### config.mk
export PLATFORM = sky130hd
export DESIGN_NAME = i2c_target_pointer_buffer_unit
export DESIGN_NICKNAME = d
export VERILOG_FILES = /design/src/i2ctpb_pkg.sv /design/src/i2c_target_pointer_buffer_unit.sv /design/src/i2ctpb_ram.sv /design/src/i2ctpb_front.sv /design/src/i2ctpb_queue.sv /design/src/i2ctpb_back.sv
export SDC_FILE = /design/constraint.sdc
export NUM_CORES = 1
export LEC_CHECK = 0
export ABC_AREA = 0
export BUFFER_PORTS_ARGS = -buffer_cell sky130_fd_sc_hd__buf_2
export CORE_ASPECT_RATIO = 0.7
export CORE_MARGIN = 10
export CORE_UTILIZATION = 30
export CTS_BUF_LIST = sky130_fd_sc_hd__clkbuf_4 sky130_fd_sc_hd__clkbuf_8
export DETAILED_ROUTE_END_ITERATION = 8
export HOLD_SLACK_MARGIN = 0.03
export PLACE_DENSITY = 0.49
export SETUP_SLACK_MARGIN = 0.3
export SYNTH_ARGS = -nofsm -noshare
export SYNTH_HDL_FRONTEND = slang
export SYNTH_SLANG_ARGS = --single-unit
### constraint.sdc
create_clock -name i_clk -period 2.8 [get_ports i_clk]
set_input_delay 0.28 -clock i_clk [delete_from_list [all_inputs] [get_ports i_clk]]
set_output_delay 0.28 -clock i_clk [all_outputs]
set_load 0.01 [all_outputs]
### src/i2ctpb_pkg.sv
// ----------------------------------------------------------------------------
// i2ctpb_pkg
// Types and codes shared by the I2C target pointer buffer modules.
// ----------------------------------------------------------------------------
package i2ctpb_pkg;

    // default store depth in bytes
    localparam int BUFFER_SIZE_DEF = 32;

    // pointer value that means undefined
    localparam logic [7:0] PTR_UNDEF = 8'hFF;

    // event codes on the input word
    localparam logic [2:0] REQ_ADDR_WRITE = 3'd0;
    localparam logic [2:0] REQ_BYTE_RX    = 3'd1;
    localparam logic [2:0] REQ_BYTE_TX    = 3'd2;
    localparam logic [2:0] REQ_XFER_END   = 3'd3;
    localparam logic [2:0] REQ_HOST_WR    = 3'd4;
    localparam logic [2:0] REQ_HOST_RD    = 3'd5;
    localparam logic [2:0] REQ_POLL       = 3'd6;

    // store operations handed from front to back
    localparam logic [2:0] OP_NONE  = 3'd0;
    localparam logic [2:0] OP_WR_RX = 3'd1;
    localparam logic [2:0] OP_WR_TX = 3'd2;
    localparam logic [2:0] OP_RD_RX = 3'd3;
    localparam logic [2:0] OP_RD_TX = 3'd4;

    typedef struct packed {
        logic [2:0] req_type;
        logic [7:0] bus_byte;
        logic [7:0] host_index;
        logic [7:0] host_byte;
    } t_in;

    typedef struct packed {
        logic [7:0] send_byte;
        logic       acknowledge;
        logic       data_ready;
        logic [7:0] host_read_byte;
    } t_out;

    // classified command between front and back
    typedef struct packed {
        logic [2:0] op;
        logic [7:0] addr;
        logic [7:0] wdata;
        logic       ack;
        logic       ready;
    } t_cmd;

endpackage

### src/i2c_target_pointer_buffer_unit.sv
// ----------------------------------------------------------------------------
// i2c_target_pointer_buffer_unit
// Byte-level I2C target back end with receive and transmit byte stores.
// ----------------------------------------------------------------------------
// Input channel (i_in_valid / o_in_stall / i_in_word) carries one event per
// word: addressed for write, byte received, byte requested, transfer end,
// host write, host read or poll. Output channel (o_out_valid / i_out_stall /
// o_out_word) returns exactly one result word per event, in order.
// Throughput: one word per cycle in steady state while the receiver does
// not stall. Each event passes the command queue, then the store read
// stage, whose registered RAM read forms the result word.
// The front end keeps the bus pointers and ready flag and accepts words as
// long as its two-entry command queue has room; the back end drains the
// queue into the stores. When the receiver stalls, the result word holds,
// the queue fills and o_in_stall rises once the queue holds two words.
// Reset (synchronous, active low) sets both pointers undefined, clears the
// ready flag and marks every store entry unwritten, so both stores read as
// zero at once; no clearing pass is needed.
// ----------------------------------------------------------------------------
module i2c_target_pointer_buffer_unit
    import i2ctpb_pkg::*;
#(
    parameter int BUFFER_SIZE = BUFFER_SIZE_DEF
) (
    input  logic i_clk,
    input  logic i_rst_n,
    input  logic i_in_valid,
    output logic o_in_stall,
    input  t_in  i_in_word,
    output logic o_out_valid,
    input  logic i_out_stall,
    output t_out o_out_word
);

    t_cmd front_cmd;
    t_cmd queue_cmd;
    logic q_full;
    logic q_empty;
    logic q_pop;
    logic take;

    // front accepts while the queue has room
    assign o_in_stall = q_full;
    assign take       = i_in_valid && !q_full;

    i2ctpb_front #(
        .BUFFER_SIZE (BUFFER_SIZE)
    ) u_front (
        .i_clk   (i_clk),
        .i_rst_n (i_rst_n),
        .i_take  (take),
        .i_word  (i_in_word),
        .o_cmd   (front_cmd)
    );

    i2ctpb_queue u_queue (
        .i_clk   (i_clk),
        .i_rst_n (i_rst_n),
        .i_push  (take),
        .i_cmd   (front_cmd),
        .o_full  (q_full),
        .i_pop   (q_pop),
        .o_empty (q_empty),
        .o_cmd   (queue_cmd)
    );

    i2ctpb_back #(
        .BUFFER_SIZE (BUFFER_SIZE)
    ) u_back (
        .i_clk     (i_clk),
        .i_rst_n   (i_rst_n),
        .i_q_empty (q_empty),
        .i_cmd     (queue_cmd),
        .o_pop     (q_pop),
        .o_valid   (o_out_valid),
        .i_stall   (i_out_stall),
        .o_word    (o_out_word)
    );

endmodule

### src/i2ctpb_ram.sv
// ----------------------------------------------------------------------------
// i2ctpb_ram
// Generic single-write, single-read RAM with registered read data.
// ----------------------------------------------------------------------------
module i2ctpb_ram #(
    parameter int WIDTH = 8,
    parameter int DEPTH = 32,
    parameter int AW    = (DEPTH > 1) ? $clog2(DEPTH) : 1
) (
    input  logic             i_clk,
    input  logic             i_wr_en,
    input  logic [AW-1:0]    i_wr_addr,
    input  logic [WIDTH-1:0] i_wr_data,
    input  logic             i_rd_en,
    input  logic [AW-1:0]    i_rd_addr,
    output logic [WIDTH-1:0] o_rd_data
);

    logic [WIDTH-1:0] r_mem [DEPTH];
    logic [WIDTH-1:0] r_rd_data;

    // write port and registered read port, data holds without a read
    always_ff @(posedge i_clk) begin
        if (i_wr_en) begin
            r_mem[i_wr_addr] <= i_wr_data;
        end
        if (i_rd_en) begin
            r_rd_data <= r_mem[i_rd_addr];
        end
    end

    assign o_rd_data = r_rd_data;

endmodule

### src/i2ctpb_front.sv
// ----------------------------------------------------------------------------
// i2ctpb_front
// Classifies each event, keeps the bus pointers and the ready flag, and
// turns the event into one store command for the back end.
// ----------------------------------------------------------------------------
module i2ctpb_front
    import i2ctpb_pkg::*;
#(
    parameter int BUFFER_SIZE = BUFFER_SIZE_DEF
) (
    input  logic i_clk,
    input  logic i_rst_n,
    input  logic i_take,
    input  t_in  i_word,
    output t_cmd o_cmd
);

    localparam logic [8:0] SIZE9 = 9'(BUFFER_SIZE);

    logic [7:0] r_rx_ptr, n_rx_ptr;
    logic [7:0] r_tx_ptr, n_tx_ptr;
    logic       r_ready_flag, n_ready_flag;
    logic [7:0] tx_start;
    logic       rx_in_range;
    logic       tx_in_range;
    logic       bus_in_range;
    logic       host_in_range;

    assign tx_start      = (r_tx_ptr == PTR_UNDEF) ? 8'd0 : r_tx_ptr;
    assign rx_in_range   = {1'b0, r_rx_ptr} < SIZE9;
    assign tx_in_range   = {1'b0, tx_start} < SIZE9;
    assign bus_in_range  = {1'b0, i_word.bus_byte} < SIZE9;
    assign host_in_range = {1'b0, i_word.host_index} < SIZE9;

    // event decode and pointer update
    always_comb begin
        n_rx_ptr     = r_rx_ptr;
        n_tx_ptr     = r_tx_ptr;
        n_ready_flag = r_ready_flag;
        o_cmd        = '0;
        o_cmd.op     = OP_NONE;
        case (i_word.req_type)
            REQ_ADDR_WRITE: begin
                n_rx_ptr  = PTR_UNDEF;
                o_cmd.ack = 1'b1;
            end
            REQ_BYTE_RX: begin
                o_cmd.ack = 1'b1;
                if (r_rx_ptr == PTR_UNDEF) begin
                    n_rx_ptr = bus_in_range ? i_word.bus_byte : 8'd0;
                end else begin
                    if (rx_in_range) begin
                        o_cmd.op    = OP_WR_RX;
                        o_cmd.addr  = r_rx_ptr;
                        o_cmd.wdata = i_word.bus_byte;
                    end
                    n_rx_ptr = r_rx_ptr + 8'd1;
                end
            end
            REQ_BYTE_TX: begin
                o_cmd.ack = 1'b1;
                n_tx_ptr  = tx_start;
                if (tx_in_range) begin
                    o_cmd.op   = OP_RD_TX;
                    o_cmd.addr = tx_start;
                    n_tx_ptr   = tx_start + 8'd1;
                end
            end
            REQ_XFER_END: begin
                n_ready_flag = 1'b1;
                n_tx_ptr     = PTR_UNDEF;
            end
            REQ_HOST_WR: begin
                if (host_in_range) begin
                    o_cmd.op    = OP_WR_TX;
                    o_cmd.addr  = i_word.host_index;
                    o_cmd.wdata = i_word.host_byte;
                end
            end
            REQ_HOST_RD: begin
                if (host_in_range) begin
                    o_cmd.op   = OP_RD_RX;
                    o_cmd.addr = i_word.host_index;
                end
            end
            REQ_POLL: begin
                o_cmd.ready  = r_ready_flag;
                n_ready_flag = 1'b0;
            end
            default: begin
            end
        endcase
    end

    // pointer and flag registers, updated only on a taken word
    always_ff @(posedge i_clk) begin
        if (!i_rst_n) begin
            r_rx_ptr     <= PTR_UNDEF;
            r_tx_ptr     <= PTR_UNDEF;
            r_ready_flag <= 1'b0;
        end else if (i_take) begin
            r_rx_ptr     <= n_rx_ptr;
            r_tx_ptr     <= n_tx_ptr;
            r_ready_flag <= n_ready_flag;
        end
    end

endmodule

### src/i2ctpb_queue.sv
// ----------------------------------------------------------------------------
// i2ctpb_queue
// Two-entry command queue between the front and the back end.
// ----------------------------------------------------------------------------
module i2ctpb_queue
    import i2ctpb_pkg::*;
(
    input  logic i_clk,
    input  logic i_rst_n,
    input  logic i_push,
    input  t_cmd i_cmd,
    output logic o_full,
    input  logic i_pop,
    output logic o_empty,
    output t_cmd o_cmd
);

    t_cmd       r_mem [2];
    logic       r_wr_ptr;
    logic       r_rd_ptr;
    logic [1:0] r_count;

    assign o_full  = (r_count == 2'd2);
    assign o_empty = (r_count == 2'd0);
    assign o_cmd   = r_mem[r_rd_ptr];

    // entry storage
    always_ff @(posedge i_clk) begin
        if (i_push) begin
            r_mem[r_wr_ptr] <= i_cmd;
        end
    end

    // pointers and fill count
    always_ff @(posedge i_clk) begin
        if (!i_rst_n) begin
            r_wr_ptr <= 1'b0;
            r_rd_ptr <= 1'b0;
            r_count  <= 2'd0;
        end else begin
            if (i_push) begin
                r_wr_ptr <= ~r_wr_ptr;
            end
            if (i_pop) begin
                r_rd_ptr <= ~r_rd_ptr;
            end
            if (i_push && !i_pop) begin
                r_count <= r_count + 2'd1;
            end else if (i_pop && !i_push) begin
                r_count <= r_count - 2'd1;
            end
        end
    end

    // queue never overflows or underflows
    a_no_overflow: assert property (@(posedge i_clk) disable iff (!i_rst_n)
        o_full |-> !i_push || i_pop)
        else $error("queue push while full");
    a_no_underflow: assert property (@(posedge i_clk) disable iff (!i_rst_n)
        i_pop |-> !o_empty)
        else $error("queue pop while empty");
    a_count_range: assert property (@(posedge i_clk) disable iff (!i_rst_n)
        r_count != 2'd3)
        else $error("queue count out of range");

endmodule

### src/i2ctpb_back.sv
// ----------------------------------------------------------------------------
// i2ctpb_back
// Carries out store commands on the receive and transmit RAMs and forms the
// result word; the read stage doubles as the output register.
// ----------------------------------------------------------------------------
module i2ctpb_back
    import i2ctpb_pkg::*;
#(
    parameter int BUFFER_SIZE = BUFFER_SIZE_DEF
) (
    input  logic i_clk,
    input  logic i_rst_n,
    input  logic i_q_empty,
    input  t_cmd i_cmd,
    output logic o_pop,
    output logic o_valid,
    input  logic i_stall,
    output t_out o_word
);

    localparam int AW = (BUFFER_SIZE > 1) ? $clog2(BUFFER_SIZE) : 1;

    logic [BUFFER_SIZE-1:0] r_rx_vld;
    logic [BUFFER_SIZE-1:0] r_tx_vld;
    logic                   r_b_valid;
    logic [2:0]             r_b_op;
    logic                   r_b_ack;
    logic                   r_b_ready;
    logic                   r_b_hit;
    logic                   stage_free;
    logic [AW-1:0]          addr;
    logic                   rx_wr, tx_wr, rx_rd, tx_rd;
    logic [7:0]             rx_rdata, tx_rdata;

    // issue one command whenever the result stage can take it
    assign stage_free = !r_b_valid || !i_stall;
    assign o_pop      = !i_q_empty && stage_free;
    assign addr       = i_cmd.addr[AW-1:0];
    assign rx_wr      = o_pop && (i_cmd.op == OP_WR_RX);
    assign tx_wr      = o_pop && (i_cmd.op == OP_WR_TX);
    assign rx_rd      = o_pop && (i_cmd.op == OP_RD_RX);
    assign tx_rd      = o_pop && (i_cmd.op == OP_RD_TX);

    i2ctpb_ram #(
        .WIDTH (8),
        .DEPTH (BUFFER_SIZE),
        .AW    (AW)
    ) u_rx_ram (
        .i_clk     (i_clk),
        .i_wr_en   (rx_wr),
        .i_wr_addr (addr),
        .i_wr_data (i_cmd.wdata),
        .i_rd_en   (rx_rd),
        .i_rd_addr (addr),
        .o_rd_data (rx_rdata)
    );

    i2ctpb_ram #(
        .WIDTH (8),
        .DEPTH (BUFFER_SIZE),
        .AW    (AW)
    ) u_tx_ram (
        .i_clk     (i_clk),
        .i_wr_en   (tx_wr),
        .i_wr_addr (addr),
        .i_wr_data (i_cmd.wdata),
        .i_rd_en   (tx_rd),
        .i_rd_addr (addr),
        .o_rd_data (tx_rdata)
    );

    // per-entry written flags, an unwritten entry reads as zero
    always_ff @(posedge i_clk) begin
        if (!i_rst_n) begin
            r_rx_vld <= '0;
            r_tx_vld <= '0;
        end else begin
            if (rx_wr) begin
                r_rx_vld[addr] <= 1'b1;
            end
            if (tx_wr) begin
                r_tx_vld[addr] <= 1'b1;
            end
        end
    end

    // result stage control
    always_ff @(posedge i_clk) begin
        if (!i_rst_n) begin
            r_b_valid <= 1'b0;
        end else if (stage_free) begin
            r_b_valid <= o_pop;
        end
    end

    // result stage payload
    always_ff @(posedge i_clk) begin
        if (o_pop) begin
            r_b_op    <= i_cmd.op;
            r_b_ack   <= i_cmd.ack;
            r_b_ready <= i_cmd.ready;
            r_b_hit   <= (i_cmd.op == OP_RD_RX) ? r_rx_vld[addr] : r_tx_vld[addr];
        end
    end

    // result word
    assign o_valid               = r_b_valid;
    assign o_word.send_byte      = (r_b_op == OP_RD_TX && r_b_hit) ? tx_rdata : 8'd0;
    assign o_word.acknowledge    = r_b_ack;
    assign o_word.data_ready     = r_b_ready;
    assign o_word.host_read_byte = (r_b_op == OP_RD_RX && r_b_hit) ? rx_rdata : 8'd0;

    // a read is issued only when the result stage moves on
    a_rd_when_free: assert property (@(posedge i_clk) disable iff (!i_rst_n)
        (rx_rd || tx_rd) |-> stage_free)
        else $error("store read while result stage is stalled");
    // a stalled result keeps its read data
    a_hold_on_stall: assert property (@(posedge i_clk) disable iff (!i_rst_n)
        (r_b_valid && i_stall) |=> $stable(o_word))
        else $error("result changed while stalled");
    // poll answer and acknowledge never come together
    a_ready_no_ack: assert property (@(posedge i_clk) disable iff (!i_rst_n)
        r_b_valid |-> !(o_word.data_ready && o_word.acknowledge))
        else $error("ready and acknowledge in one word");

endmodule

# Yosys cells after proc, flatten, opt, wreduce, memory -nomap -nowiden
# Memories as Yosys holds them, arrays and structs flattened. A register that Yosys moved wholly into a read port is not among the register bits.
# Index checks and enable logic that the tools add are counted.
dict set report op_classes {
  n_bitwise 4
  addsub 4
  eq_ne 15
  order_cmp 6
  n_reduce_logical 28
  n_mux 35
}
# operator count
set op_table {}
lappend op_table {{$or 32x32->32} 2}
lappend op_table {{$mux 8} 6}
lappend op_table {{$pmux 8 s2} 3}
lappend op_table {{$pmux 11 s4} 1}
lappend op_table {{$mux 17} 2}
lappend op_table {{$lt 8x6->1 const B} 4}
lappend op_table {{$mux 18} 1}
lappend op_table {{$add 8x1->8 const B} 2}
lappend op_table {{$eq 8x8->1 const B} 2}
lappend op_table {{$eq 3x2->1 const B} 5}
lappend op_table {{$eq 3x3->1 const B} 5}
lappend op_table {{$mux 1} 14}
lappend op_table {{$logic_and 1x1->1} 11}
lappend op_table {{$mux 11} 1}
lappend op_table {{$bmux 1 s5} 2}
lappend op_table {{$mux 10} 1}
lappend op_table {{$reduce_bool 2->1} 4}
lappend op_table {{$eq 3x1->1 const B} 2}
lappend op_table {{$logic_not 1->1} 6}
lappend op_table {{$lt 5x6->1 const B} 1}
lappend op_table {{$reduce_and 2->1} 3}
lappend op_table {{$demux 1 s5} 1}
lappend op_table {{$ge 5x1->1 const B} 1}
lappend op_table {{$mux 2} 2}
lappend op_table {{9 further kinds} 10}
dict set report totals {
  reg_bits 92
  memories 3
  out_inout_bits 20
  input_bits 31
  mem_bits_rw 554
  elab_cells 108
}
# memory words width rd rd_clocked_by_memory_dff wr line_no
set memory_table {}
lappend memory_table {u_back.u_rx_ram.r_mem 32 8 1 1 1 i2ctpb_ram.sv:19} ;# logic [WIDTH-1:0] r_mem [DEPTH];
lappend memory_table {u_back.u_tx_ram.r_mem 32 8 1 1 1 i2ctpb_ram.sv:19}
lappend memory_table {u_queue.r_mem 2 21 1 1 1 i2ctpb_queue.sv:18} ;# t_cmd r_mem [2];

# Longest topological paths before layout
# Gate-level depths: netlist of the first run.
dict set report depth {
  ltp_word 7
  depth_mapped 9
  mapped_depth_nobuf 8
}

# Hierarchy
# A second synthesis of the first run with hierarchy kept.
dict set report unflattened {
  cells_unflattened 1417
  hier_area_um2 26633.0
}
# module area_per_inst_um2 n_inst seq_area_each_um2 cells_per_inst
set modules_own_cells {}
lappend modules_own_cells {i2ctpb_ram 10133.5 2 7927.6 417}
lappend modules_own_cells {i2ctpb_back 3280.6 1 1481.4 317}
lappend modules_own_cells {i2ctpb_queue 1726.7 1 1361.3 87}
lappend modules_own_cells {i2ctpb_front 1345.0 1 340.3 178}
lappend modules_own_cells {i2c_target_pointer_buffer_unit 13.8 1 0.0 1}

# Worst setup path after synthesis of the first run
# No wires, ideal clock.
dict set report synth_timing {
  path_type {reg2reg}
  startpoint {register with a tool-made name}
  endpoint {register u_back.u_rx_ram.r_rd_data[1] (netlist: u_back.u_rx_ram.o_rd_data[1]) (read register of u_back.u_rx_ram.r_mem), data pin}
  path_stages_with_launch 9
  t_arrival_ns 2.406
  path_buffers 3
  t_required_ns 2.528
  setup_slack_ns 0.122
  setup_time_ns 0.272
  period_less_slack_ns 2.678
  cell_sequence {dfxtp_1 > buf_4 > mux2i_1 > clkbuf_1 > clkbuf_1 > mux4_2 > a22oi_1 > nand2_1 > or4_1}
}
# element line_no
set synth_rtl {}
lappend synth_rtl {{end, declared} i2ctpb_ram.sv:20} ;# logic [WIDTH-1:0] r_rd_data;

==> out/results.ini, run 1 <==
[die]
die_area_um2 = 96960
die_w_um = 367.9
initial_core_util_pct = 30.19
pin_count = 51
coreArea_um2 = 84190
rows = 89
die_y_um = 263.5

[critical_path]
crit_top_cell = buf_12
crit_path_max_incr_delay_ns = 0.52
crit_buf_inv = 4
worstSetupPathType = flip-flop to flip-flop
end_kind = flip-flop
crit_fanout = 6
cp-start-kind = flip-flop
crit_family = multiplexers
worstPathArrival_ns = 3.32
slowest_stage = or4_4
worstPathRequired_ns = 3.28
crit_chain = mux2i_4 > buf_12 > buf_12 > buf_12 > buf_16 > mux4_2 > a22oi_2 > nand2_2 > or4_4

[global_route]
grt_usage_pct = 15.45
grt_pass1_wl_mm = 110.3
grt_pass1_vias = 15340
grt_remaining_overflow = 0
antenna_found_initial = 6
grt_max_degree = 68

[place]
dp_slack_ns = -0.2475
io_buffers = 50
place.detailed.hpwl_mm = 47.41
dp_cells = 2750
routabilityCongestion = 0.8274

[synthesis]
synth_fa_ha_area_share_pct = 0.1969
synth_top_flop_cell = edfxtp_1
synth_compound_area_share_pct = 9.412
synth_enable_flop_cells = 570
synthArstFlopShare_pct = 0
synthXorXnorAreaFrac_pct = 0.1723
synth-simple-area-share_pct = 4.706
postSynthAreaPerCell_um2 = 17.47
synth.distinct_cells = 60
synth_top_family_by_area = multiplexers
yosys-mux-area-fraction_pct = 9.776
synth-seq-area-share_pct = 74.19
ys_ff_latch = 657
netlist_area_um2 = 25420
yosysWarningCount = 0
syn_nets = 1490
postSynthCellCount = 1455

[pwr]
ir_worst_vdd_v = 0.0003591
power_density_nw_per_um2 = 890.4
p_seq_share_pct = 41.5
p_switching_uw = 8672
total_leakage_power_uw = 0.01105
pwr-share-comb_pct = 27.9
p_int_uw = 20200
switching_share_pct = 30.04
p_total_uw = 28870
clkPwrFrac_pct = 30.6

[timing]
fin_skew_ns = 0.04546
maxSlewHeadroom_pct = 38.46
setup_viol = 4
max_freq_mhz = 352.6
hold_viol = 0
period_share_pct = 101.3
setup_slack_ns = -0.03591
worst_slew_pin_slew_ns = 0.9231
rsz0062_at_grt = true
finalCriticalPeriod_ns = 2.836
drv_slew = 0
fin_setup_tns_ns = -0.07847

[cells_and_area]
syn2layout_area_growth_pct = 27.55
layout.nets = 1846
layout-drive-gt1-share_pct = 35.71
layout_common_cells = edfxtp_1, buf_4, clkbuf_8
final_common_cell = edfxtp_1
stdcell_count = 3044

[clocking]
cts.path.max_buffers = 3
clk_pin_slew_ns = 0.06
root_buffer = clkbuf_8
clk_latency_ns = 0.75
cts_tree = done
cts-htree-levels = 3
cts_buffers = 106
clkSinkCount = 657

[route]
drtPass1Iterations = 5
antenna_left = 0
avgViaCountPerCell = 5.013
drt-wirelength-per-cell_um = 25.26
num_vias = 15260
dr.first_iter.drc_count = 1526
totalWireLength_mm = 76.90
drc = 0

[hold_path]
min_path_type = input pin to flip-flop

[outcome]
violations = negative setup slack
status = finished, violations left

[run]
maxCapViolations = 0

==> cell type report <==
type	count	area, um2
well taps	1137	1423
flip-flops and latches	657	18860
repair buffers	328	3209
inverters	8	30.03
diodes	3	7.507
clock inverters	49	402.9
fillers	7807	51760
multi-input cells	710	6614
clock buffers	152	1873
==> flip-flops by register name, summed over array words and instances (netlist names), named ones only <==
name	count
u_front.r_tx_ptr	8
u_back.u_tx_ram.r_mem	256
u_back.r_b_hit	1
u_queue.r_rd_ptr	1
u_front.r_rx_ptr	8
u_queue.r_mem	36
u_front.r_ready_flag	1
u_back.r_b_ack	1
u_queue.r_wr_ptr	1
u_back.o_valid	1
u_back.r_rx_vld	32
u_back.u_tx_ram.o_rd_data	8
u_back.u_rx_ram.o_rd_data	8
u_back.r_tx_vld	32
u_back.u_rx_ram.r_mem	256
u_queue.r_count	2
u_back.r_b_op	3
u_back.r_b_ready	1
==> per-stage QoR <==
stage	cell area [um2]	utilization, %	hold WS [ns]
6_report	32420	38.51	0.1178
5_1_grt	32420	38.51	0.1286
4_1_cts	32140	38.18	0.08580
3_5_place_dp	28580	33.95	0.4468
3_3_place_gp	28580	33.95	0.4413
2_1_floorplan	25530	-	0.4337
==> power groups by stage <==
stage	Combinational [uW]	Sequential [uW]	Clock (uW)
after CTS	7860	12000	9060
after floorplan	3760	12100	0
after global routing	8540	12000	9490
after global placement	6490	12200	0
after detailed placement	6600	12200	0
final	8060	12000	8830
==> cells by family (layout without fill, tap and decap cells) <==
group	count (synthesis)	count (layout)
xor gates and xnor gates	5	5
and+or+nand+nor	238	238
buffers and inverters	88	537
DFF	657	657
muxes	119	119
AOI/OAI and AO/OA	344	344
other	0	3
adders and majority gates	4	4
==> synthesized netlist by cell type (all sizes together) (4+ instances only) <==
| library cell | instances | area share, % |
|---|---|---|
| a22oi | 86 | 2.5 |
| or2 | 5 | 0.12 |
| a21oi | 37 | 0.73 |
| nand2b | 7 | 0.17 |
| edfxtp | 570 | 67 |
| buf | 23 | 0.59 |
| nand3 | 8 | 0.16 |
| mux2 | 14 | 0.62 |
| dfxtp | 87 | 6.9 |
| o22ai | 6 | 0.15 |
| nor2 | 77 | 1.1 |
| o21ai | 70 | 1.4 |
| and3b | 4 | 0.14 |
| o21a | 67 | 2.0 |
| inv | 8 | 0.12 |
| clkbuf | 57 | 0.84 |
| nor3 | 11 | 0.22 |
| and3 | 6 | 0.15 |
| nor3b | 5 | 0.15 |
| and2 | 23 | 0.57 |
| xnor2 | 4 | 0.14 |
| a221oi | 4 | 0.14 |
| o22a | 4 | 0.14 |
| a22o | 34 | 1.2 |
| or4 | 14 | 0.41 |
| a41oi | 11 | 0.38 |
| mux4 | 102 | 9.0 |
| nor2b | 4 | 0.098 |
| nand4 | 6 | 0.15 |
| nand2 | 53 | 0.78 |
| ha | 4 | 0.20 |
| nor4 | 4 | 0.098 |
==> worst reg2reg max path: cells and delay by family, from the launching register on <==
kind,cells,cell delay [ns]
and+or+nand+nor,2,0.66
AOI/OAI and AO/OA,1,0.22
muxes,2,0.79
buffers and inverters,4,0.54
DFF,1,0.37
==> worst paths after layout <==
path,startpoint,endpoint,slack [ns],depth (start not counted)
hold / removal,i_in_word[21],u_front.r_rx_ptr[3],0.12,5
hold reg to reg,u_back.r_rx_vld[0],u_back.r_rx_vld[0],0.46,1
setup / recovery,flip-flop,u_back.u_tx_ram.o_rd_data[7],-0.04,9
setup reg to reg,flip-flop,u_back.u_tx_ram.o_rd_data[7],-0.04,9
==> per-layer routing <==
metal | global-route usage, % | up-vias | wire, um
met3 | 4.919 | 109 | 7048
li1 | - | 6666 | -
met4 | 4.115 | 0 | 1606
met1 | 22.67 | 7899 | 35820
met5 | 0 | - | 0
met2 | 21.67 | 587 | 32430
==> what timing repair did <==
action,4_1_cts,5_1_grt
setup endpoints to repair,517,392
gates cloned,9,3
gates resized for setup,79,40
pin swaps,27,21
hold endpoints to repair,52,0
buffers inserted,37,9
hold buffers,32,0
No activity file was read; power rests on OpenSTA's default activity.
==> run 2: changes to the inputs <==
Settings changed: REMOVE_ABC_BUFFERS set to 1.
==> run 2 against run 1 <==
Effect of this change:
- the run still ends with negative setup slack left
- combinational power down 0.9%
- utilization down 0.54 points
- die area unchanged
- setup slack worse by 0.052 ns
- first-iteration DRC count down 7.0%
- count of clock-buffer cells in the layout down 1
- critical path type unchanged
- critical endpoint is now u_back.u_rx_ram.o_rd_data[4]
- largest cell class unchanged
==> out/results.ini, run 2 (synthesis results as in run 1) <==
[clocking]
clkSinkCount = 657
cts_buffers = 104
clk_latency_ns = 0.71
cts_tree = done
cts-htree-levels = 3
root_buffer = clkbuf_8
cts.path.max_buffers = 3
clk_pin_slew_ns = 0.06

[cells_and_area]
final_util_pct = 37.97
seq_area_um2 = 18860
syn2layout_area_growth_pct = 25.77
diodes = 0
fillers = 7864
layout.nets = 1811
multi_input_area_um2 = 6578
layout-drive-gt1-share_pct = 34.48
largest_registers = u_back.u_rx_ram.r_mem (256), u_back.u_tx_ram.r_mem (256), u_queue.r_mem (36)
layout_common_cells = edfxtp_1, buf_4, clkbuf_8
final_common_cell = edfxtp_1

[die]
die_w_um = 367.9
die_area_um2 = 96960
coreArea_um2 = 84190
rows = 89
die_y_um = 263.5
pin_count = 51
initial_core_util_pct = 30.19

[critical_path]
crit_top_cell = buf_12
worstPathArrival_ns = 3.34
crit_fanout = 5
worstPathRequired_ns = 3.25
worstSetupPathType = flip-flop to flip-flop
end_kind = flip-flop
cp-start-kind = flip-flop
slowest_stage = or4_1
crit_chain = mux2i_4 > buf_12 > buf_12 > buf_6 > mux4_2 > a22oi_2 > nand2_1 > or4_1
crit_path_max_incr_delay_ns = 0.53

[place]
io_buffers = 50
place.detailed.hpwl_mm = 47.32
routabilityCongestion = 0.8076

[outcome]
violations = negative setup slack
status = finished, violations left

[timing]
worst_slew_pin_slew_ns = 1.004
drv_slew = 0
fin_setup_tns_ns = -0.1314
finalCriticalPeriod_ns = 2.887
holdWs_ns = 0.1161
period_share_pct = 103.1
max_freq_mhz = 346.3
fin_skew_ns = 0.03157
setup_slack_ns = -0.08745
rsz0062_at_grt = true
setup_viol = 3
hold_viol = 0
maxSlewHeadroom_pct = 33.06

[global_route]
grt_max_degree = 82
grt_pass1_wl_mm = 109.8
grt_pass1_vias = 15240
antenna_found_initial = 8
grt_usage_pct = 15.31
grt_remaining_overflow = 0

[route]
drtPass1Iterations = 5
dr.first_iter.drc_count = 1419
drt-wirelength-per-cell_um = 25.44
drc = 0
totalWireLength_mm = 76.46
avgViaCountPerCell = 5.127
num_vias = 15410
antenna_left = 0

[pwr]
total_leakage_power_uw = 0.01093
power_density_nw_per_um2 = 898.5
ir_worst_vdd_v = 0.0004234

[hold_path]
min_path_type = input pin to flip-flop

[run]
maxCapViolations = 0

-- run 2: power breakdown --
group	total [uW]	leakage (uW)	switching, uW	internal (uW)
clock	8750	0.00119	3890	4860
sequential	12000	0.00588	166	11800
combinational	7990	0.00386	4630	3360
total	28700	0.0109	8680	20000
-- run 2: per-stage QoR --
step                      instance area (um2)  cells  power (uW)  worst slack [ns]
after CTS                               31650   2992       28560          -0.01094
after global routing                    31970   3005       29860          -0.08796
after detailed placement                28340   2733       18860           -0.2597
final                                   31970   3005       28720          -0.08745
after global placement                  28340   2733       18750           -0.2551
after floorplan                         25060   1375       15380            -9.159
-- run 2: worst max-delay path, delay by kind of cell (launching register included) --
kind | cells | cell delay, ns
flip-flops | 1 | 0.44
AO/OA/AOI/OAI | 1 | 0.38
AND/OR/NAND/NOR | 2 | 0.65
multiplexers | 2 | 0.71
buffers and inverters | 3 | 0.43
-- run 2: routing by layer --
layer,GRT usage [%],routed length [um],vias up
met4,3.273,1140,0
met5,0,0,-
met3,4.097,6610,93
li1,-,-,6586
met1,22.79,35680,8091
met2,22.02,33030,638
-- run 2: area by class of cell --
type	instances	area share, %
Multi-Input combinational cell	710	20.57
Tap cell	1137	4.450
Sequential cell	657	59.00
Inverter	8	0.09393
Clock buffer	151	5.698
Clock inverter	47	1.315
Timing Repair Buffer	295	8.869
-- run 2: path summary, 6_finish.rpt --
| check | start | endpoint | slack (ns) | cells past startpoint |
|---|---|---|---|---|
| setup / recovery | u_queue.r_mem[0][10] | u_back.u_rx_ram.o_rd_data[4] | -0.09 | 8 |
| hold / removal | i_in_word[8] | u_queue.r_mem[1][10] | 0.12 | 3 |
| setup reg to reg | u_queue.r_mem[0][10] | u_back.u_rx_ram.o_rd_data[4] | -0.09 | 8 |
| hold reg to reg | u_back.r_rx_vld[4] | u_back.r_rx_vld[4] | 0.46 | 1 |
-- run 2: repair_timing --
action / 4_1_cts / 5_1_grt
hold buffers: 33 / 0
hold endpoints to repair: 47 / 0
endpoints found under the setup margin: 577 / 532
pin swaps: 35 / 16
buffers inserted: 22 / 11
resized for setup: 78 / 42
gates cloned: 6 / 2
